==> src/sv/ndfa_pkg.sv <==
// ----------------------------------------------------------------------------
// ndfa_pkg: shared types and constants of the digit frame animator
// request and result word layouts, kind and mode codes, code mapping
// ----------------------------------------------------------------------------
package ndfa_pkg;

	localparam int DIGIT_COUNT = 6;
	localparam int CHAR_SLOTS  = 6;
	localparam int LEN_W       = 3;
	localparam int CHAR_W      = 8;
	localparam int CODE_W      = 4;
	localparam int FRAME_W     = CHAR_SLOTS * CODE_W;

	// longest accepted request
	localparam logic [LEN_W-1:0] LEN_LIMIT =
		LEN_W'((DIGIT_COUNT < CHAR_SLOTS) ? DIGIT_COUNT : CHAR_SLOTS);

	localparam logic MODE_REQUEST = 1'b0;
	localparam logic MODE_TICK    = 1'b1;

	localparam logic [1:0] KIND_IMMEDIATE = 2'd0;
	localparam logic [1:0] KIND_SCROLL    = 2'd1;
	localparam logic [1:0] KIND_FLIP      = 2'd2;

	localparam logic [CODE_W-1:0] BLANK_CODE = 4'h a;
	localparam logic [CHAR_W-1:0] CHAR_ZERO  = 8'h30;
	localparam logic [CHAR_W-1:0] CHAR_NINE  = 8'h39;

	typedef logic [CHAR_W-1:0] char_t;

	typedef struct packed {
		logic              mode;
		logic [1:0]        anim_kind;
		logic [LEN_W-1:0]  text_length;
		char_t             char_0;
		char_t             char_1;
		char_t             char_2;
		char_t             char_3;
		char_t             char_4;
		char_t             char_5;
	} req_word_t;

	typedef struct packed {
		logic [FRAME_W-1:0] frame_word;
		logic               latch_each_bit;
		logic               animation_busy;
	} res_word_t;

	// ascii digit to its code, anything else blanks
	function automatic logic [CODE_W-1:0] char_code(input char_t c);
		logic [CHAR_W-1:0] d;
		d = c - CHAR_ZERO;
		if (c >= CHAR_ZERO && c <= CHAR_NINE) begin
			char_code = d[CODE_W-1:0];
		end else begin
			char_code = BLANK_CODE;
		end
	endfunction

endpackage

==> src/sv/nixie_digit_frame_animator.sv <==
// ----------------------------------------------------------------------------
// nixie_digit_frame_animator: text to packed digit frames with flip animation
// stores the shown text, steps it toward a flip target, emits frame words
// ----------------------------------------------------------------------------
//
//  channel | signals                    | direction | carries
//  --------+----------------------------+-----------+-----------------------
//  req     | req_valid req_ready req    | in        | request or tick word
//  res     | res_valid res_ready res    | out       | frame word and flags
//
// one word per cycle while the result is taken: a word waits in the input
// register while the compare-and-step units and nibble encoder settle, then
// its frame lands in the result register; state updates on the same edge
// a word with no result (idle tick, too-long request) is still consumed
// reset clears the input and result valid flags, shown text and flip state
// a stalled result holds the input register; the input register is refilled
// in the same cycle the result is taken
module nixie_digit_frame_animator (
	input  logic                clk,
	input  logic                arst_n,
	input  logic                req_valid,
	output logic                req_ready,
	input  ndfa_pkg::req_word_t req,
	output logic                res_valid,
	input  logic                res_ready,
	output ndfa_pkg::res_word_t res
);
	import ndfa_pkg::*;

	// input register
	logic      valid_s1;
	req_word_t word_s1;

	// result register
	logic      res_valid_q;
	res_word_t res_q;

	// display state
	char_t            shown_q  [CHAR_SLOTS];
	logic [LEN_W-1:0] shown_len_q;
	char_t            target_q [CHAR_SLOTS];   // no reset, read only while flipping
	logic [LEN_W-1:0] target_len_q;
	logic             flip_q;

	// handshake
	logic out_free;
	logic advance;

	// single pass logic
	char_t            chars      [CHAR_SLOTS];
	char_t            tgt        [CHAR_SLOTS];
	char_t            stepped    [CHAR_SLOTS];
	char_t            next_shown [CHAR_SLOTS];
	logic [LEN_W-1:0] tlen;
	logic [LEN_W-1:0] next_len;
	logic             tick;
	logic             too_long;
	logic             flip_req;
	logic             do_step;
	logic             plain;
	logic             emit;
	logic             neq_any;
	logic             next_flip;
	logic [FRAME_W-1:0] frame;

	assign out_free  = !res_valid_q || res_ready;
	assign advance   = valid_s1 && out_free;
	assign req_ready = !valid_s1 || out_free;
	assign res_valid = res_valid_q;
	assign res       = res_q;

	always_comb begin
		chars[0] = word_s1.char_0;
		chars[1] = word_s1.char_1;
		chars[2] = word_s1.char_2;
		chars[3] = word_s1.char_3;
		chars[4] = word_s1.char_4;
		chars[5] = word_s1.char_5;

		tick     = (word_s1.mode == MODE_TICK);
		too_long = (word_s1.text_length > LEN_LIMIT);
		// flip on empty text falls back to a plain store
		flip_req = !tick && !too_long && (word_s1.anim_kind == KIND_FLIP)
			&& (shown_len_q != '0);
		do_step  = tick ? flip_q : flip_req;
		plain    = !tick && !too_long && !flip_req;
		emit     = tick ? flip_q : !too_long;

		tlen = flip_req ? word_s1.text_length : target_len_q;

		// one step toward the target on every position below the target length
		neq_any = 1'b0;
		for (int i = 0; i < CHAR_SLOTS; i++) begin
			tgt[i]     = flip_req ? chars[i] : target_q[i];
			stepped[i] = shown_q[i];
			if (LEN_W'(i) < tlen) begin
				if (shown_q[i] < tgt[i]) begin
					stepped[i] = shown_q[i] + 8'd1;
					neq_any    = 1'b1;
				end else if (shown_q[i] > tgt[i]) begin
					stepped[i] = shown_q[i] - 8'd1;
					neq_any    = 1'b1;
				end
			end
		end

		for (int i = 0; i < CHAR_SLOTS; i++) begin
			if (plain) begin
				next_shown[i] = (LEN_W'(i) < word_s1.text_length) ? chars[i] : '0;
			end else if (do_step) begin
				next_shown[i] = stepped[i];
			end else begin
				next_shown[i] = shown_q[i];
			end
		end

		// flip keeps the longer of old and new length
		if (plain) begin
			next_len = word_s1.text_length;
		end else if (flip_req && word_s1.text_length > shown_len_q) begin
			next_len = word_s1.text_length;
		end else begin
			next_len = shown_len_q;
		end

		if (plain) begin
			next_flip = 1'b0;
		end else if (do_step) begin
			next_flip = neq_any;
		end else begin
			next_flip = flip_q;
		end

		// right-aligned nibble pack, last shown character lowest
		frame = '0;
		for (int i = 0; i < CHAR_SLOTS; i++) begin
			if (LEN_W'(i) < next_len) begin
				frame = {frame[FRAME_W-CODE_W-1:0], char_code(next_shown[i])};
			end
		end
	end

	// input register
	always_ff @(posedge clk or negedge arst_n) begin
		if (!arst_n) begin
			valid_s1 <= 1'b0;
		end else if (req_ready) begin
			valid_s1 <= req_valid;
		end
	end

	always_ff @(posedge clk) begin
		if (req_ready && req_valid) begin
			word_s1 <= req;
		end
	end

	// display state
	always_ff @(posedge clk or negedge arst_n) begin
		if (!arst_n) begin
			for (int i = 0; i < CHAR_SLOTS; i++) begin
				shown_q[i] <= '0;
			end
			shown_len_q  <= '0;
			target_len_q <= '0;
			flip_q       <= 1'b0;
		end else if (advance) begin
			for (int i = 0; i < CHAR_SLOTS; i++) begin
				shown_q[i] <= next_shown[i];
			end
			shown_len_q <= next_len;
			flip_q      <= next_flip;
			if (flip_req) begin
				target_len_q <= word_s1.text_length;
			end
		end
	end

	always_ff @(posedge clk) begin
		if (advance && flip_req) begin
			for (int i = 0; i < CHAR_SLOTS; i++) begin
				target_q[i] <= chars[i];
			end
		end
	end

	// result register
	always_ff @(posedge clk or negedge arst_n) begin
		if (!arst_n) begin
			res_valid_q <= 1'b0;
		end else if (advance) begin
			res_valid_q <= emit;
		end else if (res_ready) begin
			res_valid_q <= 1'b0;
		end
	end

	always_ff @(posedge clk) begin
		if (advance && emit) begin
			res_q.frame_word     <= frame;
			res_q.latch_each_bit <= plain && (word_s1.anim_kind == KIND_SCROLL);
			res_q.animation_busy <= do_step && neq_any;
		end
	end

	// a busy frame waiting at the output means the flip is still running
	a_busy_flip: assert property (@(posedge clk) disable iff (!arst_n)
		res_valid_q && res_q.animation_busy |-> flip_q)
		else $error("busy frame without running flip");

	// scroll frames come only from plain stores, never from a flip step
	a_latch_busy: assert property (@(posedge clk) disable iff (!arst_n)
		res_valid_q |-> !(res_q.latch_each_bit && res_q.animation_busy))
		else $error("latch and busy both set");

	// shown length never passes the accepted limit
	a_len_limit: assert property (@(posedge clk) disable iff (!arst_n)
		shown_len_q <= LEN_LIMIT)
		else $error("shown length beyond limit");

	// state moves only when a word passes the input register
	a_state_hold: assert property (@(posedge clk) disable iff (!arst_n)
		!advance |=> $stable(flip_q) && $stable(shown_len_q))
		else $error("state changed without a word");

endmodule
==> config.mk <==
export PLATFORM = sky130hd
export DESIGN_NAME = nixie_digit_frame_animator
export DESIGN_NICKNAME = d
export VERILOG_FILES = /design/src/sv/ndfa_pkg.sv /design/src/sv/nixie_digit_frame_animator.sv
export SDC_FILE = /design/constraint.sdc
export NUM_CORES = 1
export LEC_CHECK = 0
export BUFFER_PORTS_ARGS = -buffer_cell sky130_fd_sc_hd__buf_4
export CAP_MARGIN = 10
export CORE_ASPECT_RATIO = 1.5
export CORE_MARGIN = 4
export CORE_UTILIZATION = 39
export DETAILED_ROUTE_END_ITERATION = 12
export RECOVER_POWER = 50
export SYNTH_ARGS = -nofsm -noshare
export SYNTH_HDL_FRONTEND = slang
export SYNTH_SLANG_ARGS = --single-unit
export TNS_END_PERCENT = 100
==> constraint.sdc <==
create_clock -name clk -period 16.5 [get_ports clk]
set_input_delay 0.825 -clock clk [delete_from_list [all_inputs] [get_ports clk]]
set_output_delay 0.825 -clock clk [all_outputs]
set_load 0.005 [all_outputs]
==> tab_implementation.tex, run 1 <==
\begin{tabular}{lr}
\hline
Metric & Value \\
\hline
\multicolumn{2}{l}{\textbf{Outcome}} \\
Run status & finished with violations \\
Failing checks & capacitance limit, slew limit \\
\multicolumn{2}{l}{\textbf{Final layout}} \\
Multi-input gate area & between 6000 and 7000 sq um \\
Antenna diode instance count & 0 \\
Final-stage net count & between 1k and 1.5k \\
Storage cell area & around 5300 sq um \\
Final Util & 0.451 \\
Filler Cells Inserted & roughly 2.8k \\
Layout area overhead & 13.2\% \\
Share of layout cells above drive strength 1 & 0.121 \\
Finished layout cell area & 13400 sq um \\
\multicolumn{2}{l}{\textbf{Synth}} \\
Synthesized area per cell & roughly 9.5 sq um \\
Post-synthesis share of cell area spent on and, or, nand and nor gates & 0.194 \\
Synthesized Nets & 1366 \\
Synth Area in XOR/XNOR & 0.0177 \\
Top-area cell type share of the netlist area & 0.324 \\
Area fraction in compound gates after synthesis & 0.194 \\
Cell types with the largest area share after synthesis & sky130\_fd\_sc\_hd\_\_edfxtp\_1 32\%, sky130\_fd\_sc\_hd\_\_dfrtp\_1 12\%, sky130\_fd\_sc\_hd\_\_ha\_1 6.7\% \\
Adder-Cell Fraction of Synth Area & 0.0665 \\
Largest family of logic cells by synthesized area & compound AO/OA/AOI/OAI gates \\
Top cells by count, synth & 168 x sky130\_fd\_sc\_hd\_\_nand2\_1, 128 x sky130\_fd\_sc\_hd\_\_edfxtp\_1, 90 x sky130\_fd\_sc\_hd\_\_a21oi\_1 \\
Synth async-reset ratio & 0.308 \\
FF+latch count, synth & roughly 190 \\
Share of cell area taken by muxes after synthesis & 0.0526 \\
Post-synth top area cell & sky130\_fd\_sc\_hd\_\_edfxtp\_1 \\
Count of flip-flops with a built-in enable after synthesis & 128 \\
Mapped Cells & about 1.2k \\
Unique masters post-synth & 85 \\
Proportion of synthesized chip area in sequential cells & 0.445 \\
Area of the mapped netlist & 11900 sq um \\
Synth warnings & 0 \\
Main flop type after synthesis & sky130\_fd\_sc\_hd\_\_edfxtp\_1 \\
Most common cell in the netlist & sky130\_fd\_sc\_hd\_\_nand2\_1 \\
\multicolumn{2}{l}{\textbf{Timing}} \\
Worst hold-check slack & around 480 ps \\
Total of endpoints with negative setup slack in the final report & 0 \\
Tmin final & 6290 ps \\
Highest attainable clock frequency & roughly 160 MHz \\
Unrepaired setup endpoints after global routing & no \\
Final clock period utilization by the worst path & 0.381 \\
Fin. Hold Viols & 0 \\
Slew at the pin closest to its max-slew limit & roughly 3800 ps \\
Worst slew slack as a fraction of its limit & -1.53 \\
Max-slew violation count & 113 \\
Final setup TNS & 0 ps \\
Clock skew & 18.2 ps \\
\multicolumn{2}{l}{\textbf{Worst setup path}} \\
CP Data Required Time & $\sim$17000 ps \\
Timing startpoint of the critical path & word\_s1[49] \\
Start of the worst register-to-register path & word\_s1[49] \\
R2r endpoint & res[13] \\
Worst-path fanout max & between 50 and 60 \\
Max stage delay cell, worst path & sky130\_fd\_sc\_hd\_\_nor4bb\_2 \\
Critical Path Start Type & register \\
Delay of the slowest cell on the worst path & 930 ps \\
Register-to-Register Setup Slack & just over 10000 ps \\
Cells along the critical path & a31o\_1 > nor3\_4 > buf\_4 > mux2i\_1 > ha\_1 > nand4\_1 > nor2\_1 > nor3b\_1 > or2\_2 > a41oi\_1 > mux2i\_1 > a32oi\_1 > nor2\_1 > nor4bb\_2 > a311oi\_1 > a211o\_1 \\
Crit path DAT & $\sim$6500 ps \\
Path type of the worst setup path & register to register \\
Crit end category & register \\
Worst reg-to-reg path cell count & 16 \\
\multicolumn{2}{l}{\textbf{Clock tree}} \\
Number of buffers inserted by post-CTS setup repair & 0 \\
CTS root buf & sky130\_fd\_sc\_hd\_\_clkbuf\_16 \\
Clock tree from TritonCTS & done \\
Hold-fix buffers, CTS & 0 \\
Clock insertion delay at the later pin of the skew report & around 470 ps \\
Number of instances resized during post-cts repair & 0 \\
Maximum number of buffers from clock root to sink & 2 \\
CTS clock-pin slew for the worst setup and hold paths & 80 ps \\
Clock sink count & between 150 and 200 \\
H-tree level count & 4 \\
Total clock buffers created by CTS & 17 \\
\multicolumn{2}{l}{\textbf{Floorplanning}} \\
Core region area & 29800 sq um \\
Count of pins on the block boundary & 86 \\
Total die area & roughly 33000 sq um \\
Die Height & approximately 220 microns \\
Effective utilization at floorplan & 0.398 \\
Chip width & 150 microns \\
Row cnt & 77 \\
\multicolumn{2}{l}{\textbf{Power}} \\
Switching power as a share of total power & 0.428 \\
Cell area power density & between 100 and 150 nW/um\^{}2 \\
Sequential Power Share & 0.381 \\
Fraction of power consumed by the clock network & 0.209 \\
Leakage power of the design & 5.01 nW \\
Max VDD drop & 0.0790 mV \\
Share of power burned in combinational logic & 0.410 \\
Total Power & slightly below 0.002 W \\
Switching power & slightly above 0.0008 W \\
Cell internal pwr & 0.00110 W \\
\multicolumn{2}{l}{\textbf{Place}} \\
Count of input and output buffers & 85 \\
Weighted congestion at the end of routability-driven global placement & $\sim$0.90 \\
Total placed instance area & approximately 13000 sq um \\
Dpl hpwl & 24.2 mm \\
\multicolumn{2}{l}{\textbf{Detailed routing}} \\
First-pass iteration count of the detailed router & 6 \\
Residual antenna-violating net count after detailed routing & 0 \\
DR vias & $\sim$10k \\
Via/cell ratio & 5.92 \\
Post-detailed-route wirelength per cell & approximately 20 microns \\
Drt initial violations & between 600 and 700 \\
Count of unresolved DRC violations after routing & 0 \\
Wire length reported by the detailed router & approximately 34 mm \\
\multicolumn{2}{l}{\textbf{Min path}} \\
Critical hold path startpoint & chars[5] \\
Hold endpoint & target\_q[5][5] \\
Type of the most critical hold path & register to register \\
Cells on Worst Hold Path & 0 \\
\multicolumn{2}{l}{\textbf{Global routing}} \\
First-pass GRT wire length & roughly 55 mm \\
Total congestion overflow & 0 \\
Vias in the first global route & 10.1k \\
Antenna violations before repair & 0 \\
Maximum number of pins on one net before global-route repair & 68 \\
Overall routing resource usage & 0.212 \\
\multicolumn{2}{l}{\textbf{Job}} \\
Maxcap violations & 2 \\
\hline
\end{tabular}
-- per-stage QoR --
step / std cells / setup slack, ps
after floorplan: 1245 / 11210
after global placement: 1677 / 10410
after detailed placement: 1677 / 10340
after CTS: 1709 / 10350
after global routing: 1709 / 9760
final: 1709 / 10210
-- final cells by class --
class,instances,share of cell area
clock buffers,18,0.0327
clock inverters,14,0.00998
inverters,29,0.00811
multi-input cells,969,0.466
flip-flops and latches,185,0.393
well taps,395,0.0368
repair buffers,99,0.0537
-- worst max-delay path, delay by kind of cell (launching register included) --
| family | cells | cell delay (ps) |
|---|---|---|
| simple gates | 7 | 2540 |
| compound gates | 5 | 1230 |
| buf+inv | 1 | 780 |
| flops | 1 | 640 |
| mux | 2 | 510 |
| fa+ha+maj | 1 | 350 |
-- routing by layer --
metal  vias to the layer above  wire [microns]  GRT usage
met5                         -               0          0
met4                         0            1410      0.105
met2                       368           16800      0.348
met1                      4835           14400      0.270
met3                        91            1790     0.0311
li1                       4831               -          -
-- cells in the final DEF (no fill, tap or decap), types with 26 or more instances in the layout --
master                     synthesis  final
sky130_fd_sc_hd__a21oi_1          90     89
sky130_fd_sc_hd__buf_4             0     34
sky130_fd_sc_hd__clkbuf_4          0     59
sky130_fd_sc_hd__dfrtp_1          57     57
sky130_fd_sc_hd__edfxtp_1        128    128
sky130_fd_sc_hd__ha_1             63     63
sky130_fd_sc_hd__inv_1            29     29
sky130_fd_sc_hd__mux2i_1          51     51
sky130_fd_sc_hd__nand2_1         168    167
sky130_fd_sc_hd__nand3_1          35     35
sky130_fd_sc_hd__nand4_1          26     26
sky130_fd_sc_hd__nor2_1           88     87
sky130_fd_sc_hd__nor3_1           35     35
sky130_fd_sc_hd__o21ai_0          86     86
-- registers in the layout (all words and copies together), names as in the netlist --
signal        count
shown_q          48
res              26
chars            48
word_s1           5
target_q         48
valid_s1          1
tick              1
shown_len_q       3
target_len_q      3
flip_q            1
res_valid         1
-- worst max-delay path by stage --
| stage | to | depth (start not counted) |
|---|---|---|
| after global placement | res[6] | 16 |
| final | res[13] | 16 |
| after detailed placement | res[13] | 16 |
| after global routing | res[6] | 16 |
| after floorplan | res[13] | 20 |
| after CTS | res[13] | 16 |
-- power by group through the flow --
stage | sequential (W) | clock, W | combinational, W
floorplan | 0.000670 | 0 | 0.000594
CTS | 0.000727 | 0.000416 | 0.000784
detailed placement | 0.000736 | 0 | 0.000781
finish | 0.000732 | 0.000403 | 0.000787
global placement | 0.000738 | 0 | 0.000770
global route | 0.000747 | 0.000433 | 0.000884
-- logic make-up (layout without fill, tap and decap cells) --
family,Yosys count,count (layout)
XOR/XNOR,24,24
buffers and inverters,91,160
AO/OA/AOI/OAI,353,353
adder cells (fa/ha/maj),63,63
AND/OR/NAND/NOR,468,468
multiplexers,61,61
flip-flops,185,185
Power figures use the tool's default switching activity.
==> inputs of run 2 (changes only) <==
clock period = 5.9 ns   (was 16.5 ns; I/O delays follow)
==> tab_implementation.tex, run 2 (same netlist as run 1, synthesis figures left out) <==
\begin{tabular}{lr}
\hline
Metric & Value \\
\hline
\multicolumn{2}{l}{\textbf{Outcome}} \\
Run status & finished with violations \\
Failing checks & capacitance limit, slew limit \\
\multicolumn{2}{l}{\textbf{Power}} \\
Max VDD drop & about 0.23 mV \\
Cell area power density & just under 400 nW/um\^{}2 \\
Leakage power of the design & roughly 5.3 nW \\
Fraction of power consumed by the clock network & 0.214 \\
Switching power & between 0.002 and 0.0025 W \\
Sequential Power Share & 0.374 \\
Share of power burned in combinational logic & 0.412 \\
Cell internal pwr & about 0.0031 W \\
Switching power as a share of total power & 0.425 \\
\multicolumn{2}{l}{\textbf{Place}} \\
Total placed instance area & 13000 sq um \\
Weighted congestion at the end of routability-driven global placement & between 0.9 and 1 \\
Dpl hpwl & approximately 25 mm \\
Count of input and output buffers & 85 \\
Worst slack at placement & between 600 and 700 ps \\
\multicolumn{2}{l}{\textbf{Final layout}} \\
Storage cell area & 5270 sq um \\
Most common cell after layout, fill and taps aside & sky130\_fd\_sc\_hd\_\_nand2\_1 \\
Share of layout cells above drive strength 1 & 0.119 \\
Antenna diode instance count & 0 \\
Filler Cells Inserted & between 2k and 3k \\
Top library cells by usage in the layout, fill and taps aside & 167 x sky130\_fd\_sc\_hd\_\_nand2\_1, 128 x sky130\_fd\_sc\_hd\_\_edfxtp\_1, 89 x sky130\_fd\_sc\_hd\_\_a21oi\_1 \\
Finished layout cell area & around 14000 sq um \\
Layout area overhead & 18.1\% \\
Final-stage net count & 1482 \\
Final Util & 0.470 \\
Multi-input gate area & $\sim$6300 sq um \\
\multicolumn{2}{l}{\textbf{Clock tree}} \\
H-tree level count & 4 \\
Maximum number of buffers from clock root to sink & 2 \\
Clock insertion delay at the later pin of the skew report & about 460 ps \\
Clock sink count & between 150 and 200 \\
Total clock buffers created by CTS & 17 \\
Clock tree from TritonCTS & done \\
CTS root buf & sky130\_fd\_sc\_hd\_\_clkbuf\_16 \\
CTS clock-pin slew for the worst setup and hold paths & about 70 ps \\
Number of instances resized during post-cts repair & 0 \\
\multicolumn{2}{l}{\textbf{Detailed routing}} \\
Residual antenna-violating net count after detailed routing & 0 \\
Drt initial violations & between 800 and 900 \\
Post-detailed-route wirelength per cell & 19.8 microns \\
First-pass iteration count of the detailed router & 8 \\
Via/cell ratio & between 5 and 6 \\
Wire length reported by the detailed router & $\sim$35 mm \\
DR vias & just over 10k \\
Count of unresolved DRC violations after routing & 0 \\
\multicolumn{2}{l}{\textbf{Timing}} \\
Highest attainable clock frequency & between 150 and 200 MHz \\
Max-slew violation count & $\sim$110 \\
Fin. Hold Viols & 0 \\
Slew at the pin closest to its max-slew limit & 3700 ps \\
Final clock period utilization by the worst path & 0.919 \\
Final setup TNS & 0 ps \\
Clock skew & between 10 and 15 ps \\
Total of endpoints with negative setup slack in the final report & 0 \\
Smallest setup slack after layout & 476 ps \\
Worst hold-check slack & roughly 30 ps \\
Unrepaired setup endpoints after global routing & no \\
Tmin final & around 5400 ps \\
Worst slew slack as a fraction of its limit & -1.47 \\
\multicolumn{2}{l}{\textbf{Floorplanning}} \\
Count of pins on the block boundary & 86 \\
Die Height & roughly 220 microns \\
Chip width & approximately 150 microns \\
Row cnt & slightly below 80 \\
Core region area & between 20000 and 30000 sq um \\
Effective utilization at floorplan & 0.398 \\
Total die area & approximately 33000 sq um \\
\multicolumn{2}{l}{\textbf{Worst setup path}} \\
Critical Path Start Type & register \\
Path type of the worst setup path & register to register \\
CP Data Required Time & 6170 ps \\
Crit path DAT & between 5000 and 6000 ps \\
Worst-path fanout max & 23 \\
Crit end category & register \\
\multicolumn{2}{l}{\textbf{Min path}} \\
Type of the most critical hold path & input pin to register \\
\multicolumn{2}{l}{\textbf{Global routing}} \\
Vias in the first global route & 10.2k \\
Maximum number of pins on one net before global-route repair & between 60 and 70 \\
Total congestion overflow & 0 \\
Antenna violations before repair & 0 \\
First-pass GRT wire length & 55.5 mm \\
Overall routing resource usage & 0.211 \\
\multicolumn{2}{l}{\textbf{Job}} \\
Maxcap violations & 2 \\
\hline
\end{tabular}
[run 2: cell count changes in the layout (fill, tap and decap cells not counted), sizes merged]
cell | previous run | this run
buf | 34 | 27
clkinvlp | 3 | 0
clkbuf | 83 | 102
inv | 35 | 40
bufinv | 0 | 1
clkinv | 5 | 2
dlygate4sd3 | 0 | 48
[run 2: cell type report]
class                      instances  area share
multi-input combinational        969       0.447
tap                              395      0.0353
clock inverter                    14      0.0106
clock buffer                      18      0.0314
sequential                       185       0.377
timing repair buffer             159      0.0913
inverter                          29     0.00778
[run 2: final timing paths]
check                           depth (start not counted)  slack, ps       from             end
worst max-delay path                                   16        480       tick          res[8]
worst min-delay path                                    2         30  req_valid        valid_s1
worst max register to register                         16        480       tick          res[8]
worst min register to register                          0        490  chars[42]  target_q[0][2]
max in group asynchronous                               2       2150     arst_n     shown_q[39]
min in group asynchronous                               2       1650     arst_n     shown_q[19]
[run 2: power by group through the flow]
stage	logic, W	clock network [W]	registers (W)
finish	0.00226	0.00117	0.00205
global route	0.00250	0.00125	0.00208
CTS	0.00225	0.00120	0.00204
detailed placement	0.00221	0	0.00206
global placement	0.00218	0	0.00206
floorplan	0.00166	0	0.00187
[run 2: repair_timing]
| action | CTS | global route |
|---|---|---|
| buffers inserted | 0 | 0 |
| hold buffers | 48 | 0 |
| hold endpoints to repair | 89 | 0 |
| setup endpoints to repair | 0 | 0 |
[run 2: metrics by stage]
| step | power [W] | std cells |
|---|---|---|
| floorplan | 0.00353 | 1245 |
| global placement | 0.00425 | 1689 |
| detailed placement | 0.00427 | 1689 |
| CTS | 0.00548 | 1769 |
| global route | 0.00583 | 1769 |
| finish | 0.00548 | 1769 |
[run 2: critical path: stages (launching register included)]
cell and delay, ps:
sky130_fd_sc_hd__edfxtp_1 500, sky130_fd_sc_hd__a31o_4 300, sky130_fd_sc_hd__nor3_4 240, sky130_fd_sc_hd__buf_4 420
sky130_fd_sc_hd__mux2i_1 260, sky130_fd_sc_hd__ha_1 270, sky130_fd_sc_hd__nor2b_1 140, sky130_fd_sc_hd__o211ai_1 190
sky130_fd_sc_hd__a21oi_1 230, sky130_fd_sc_hd__or4_1 580, sky130_fd_sc_hd__and4_1 220, sky130_fd_sc_hd__a211oi_1 280
sky130_fd_sc_hd__nand4_1 290, sky130_fd_sc_hd__nor2_1 420, sky130_fd_sc_hd__o211ai_1 280, sky130_fd_sc_hd__a32o_1 330
sky130_fd_sc_hd__a211oi_1 260
[run 2: layer usage]
layer,track usage,part of all wire,vias up
met5,0,0,-
met4,0.0883,0.034,0
met3,0.0268,0.048,80
met2,0.360,0.50,369
met1,0.267,0.42,4978
li1,-,-,4958
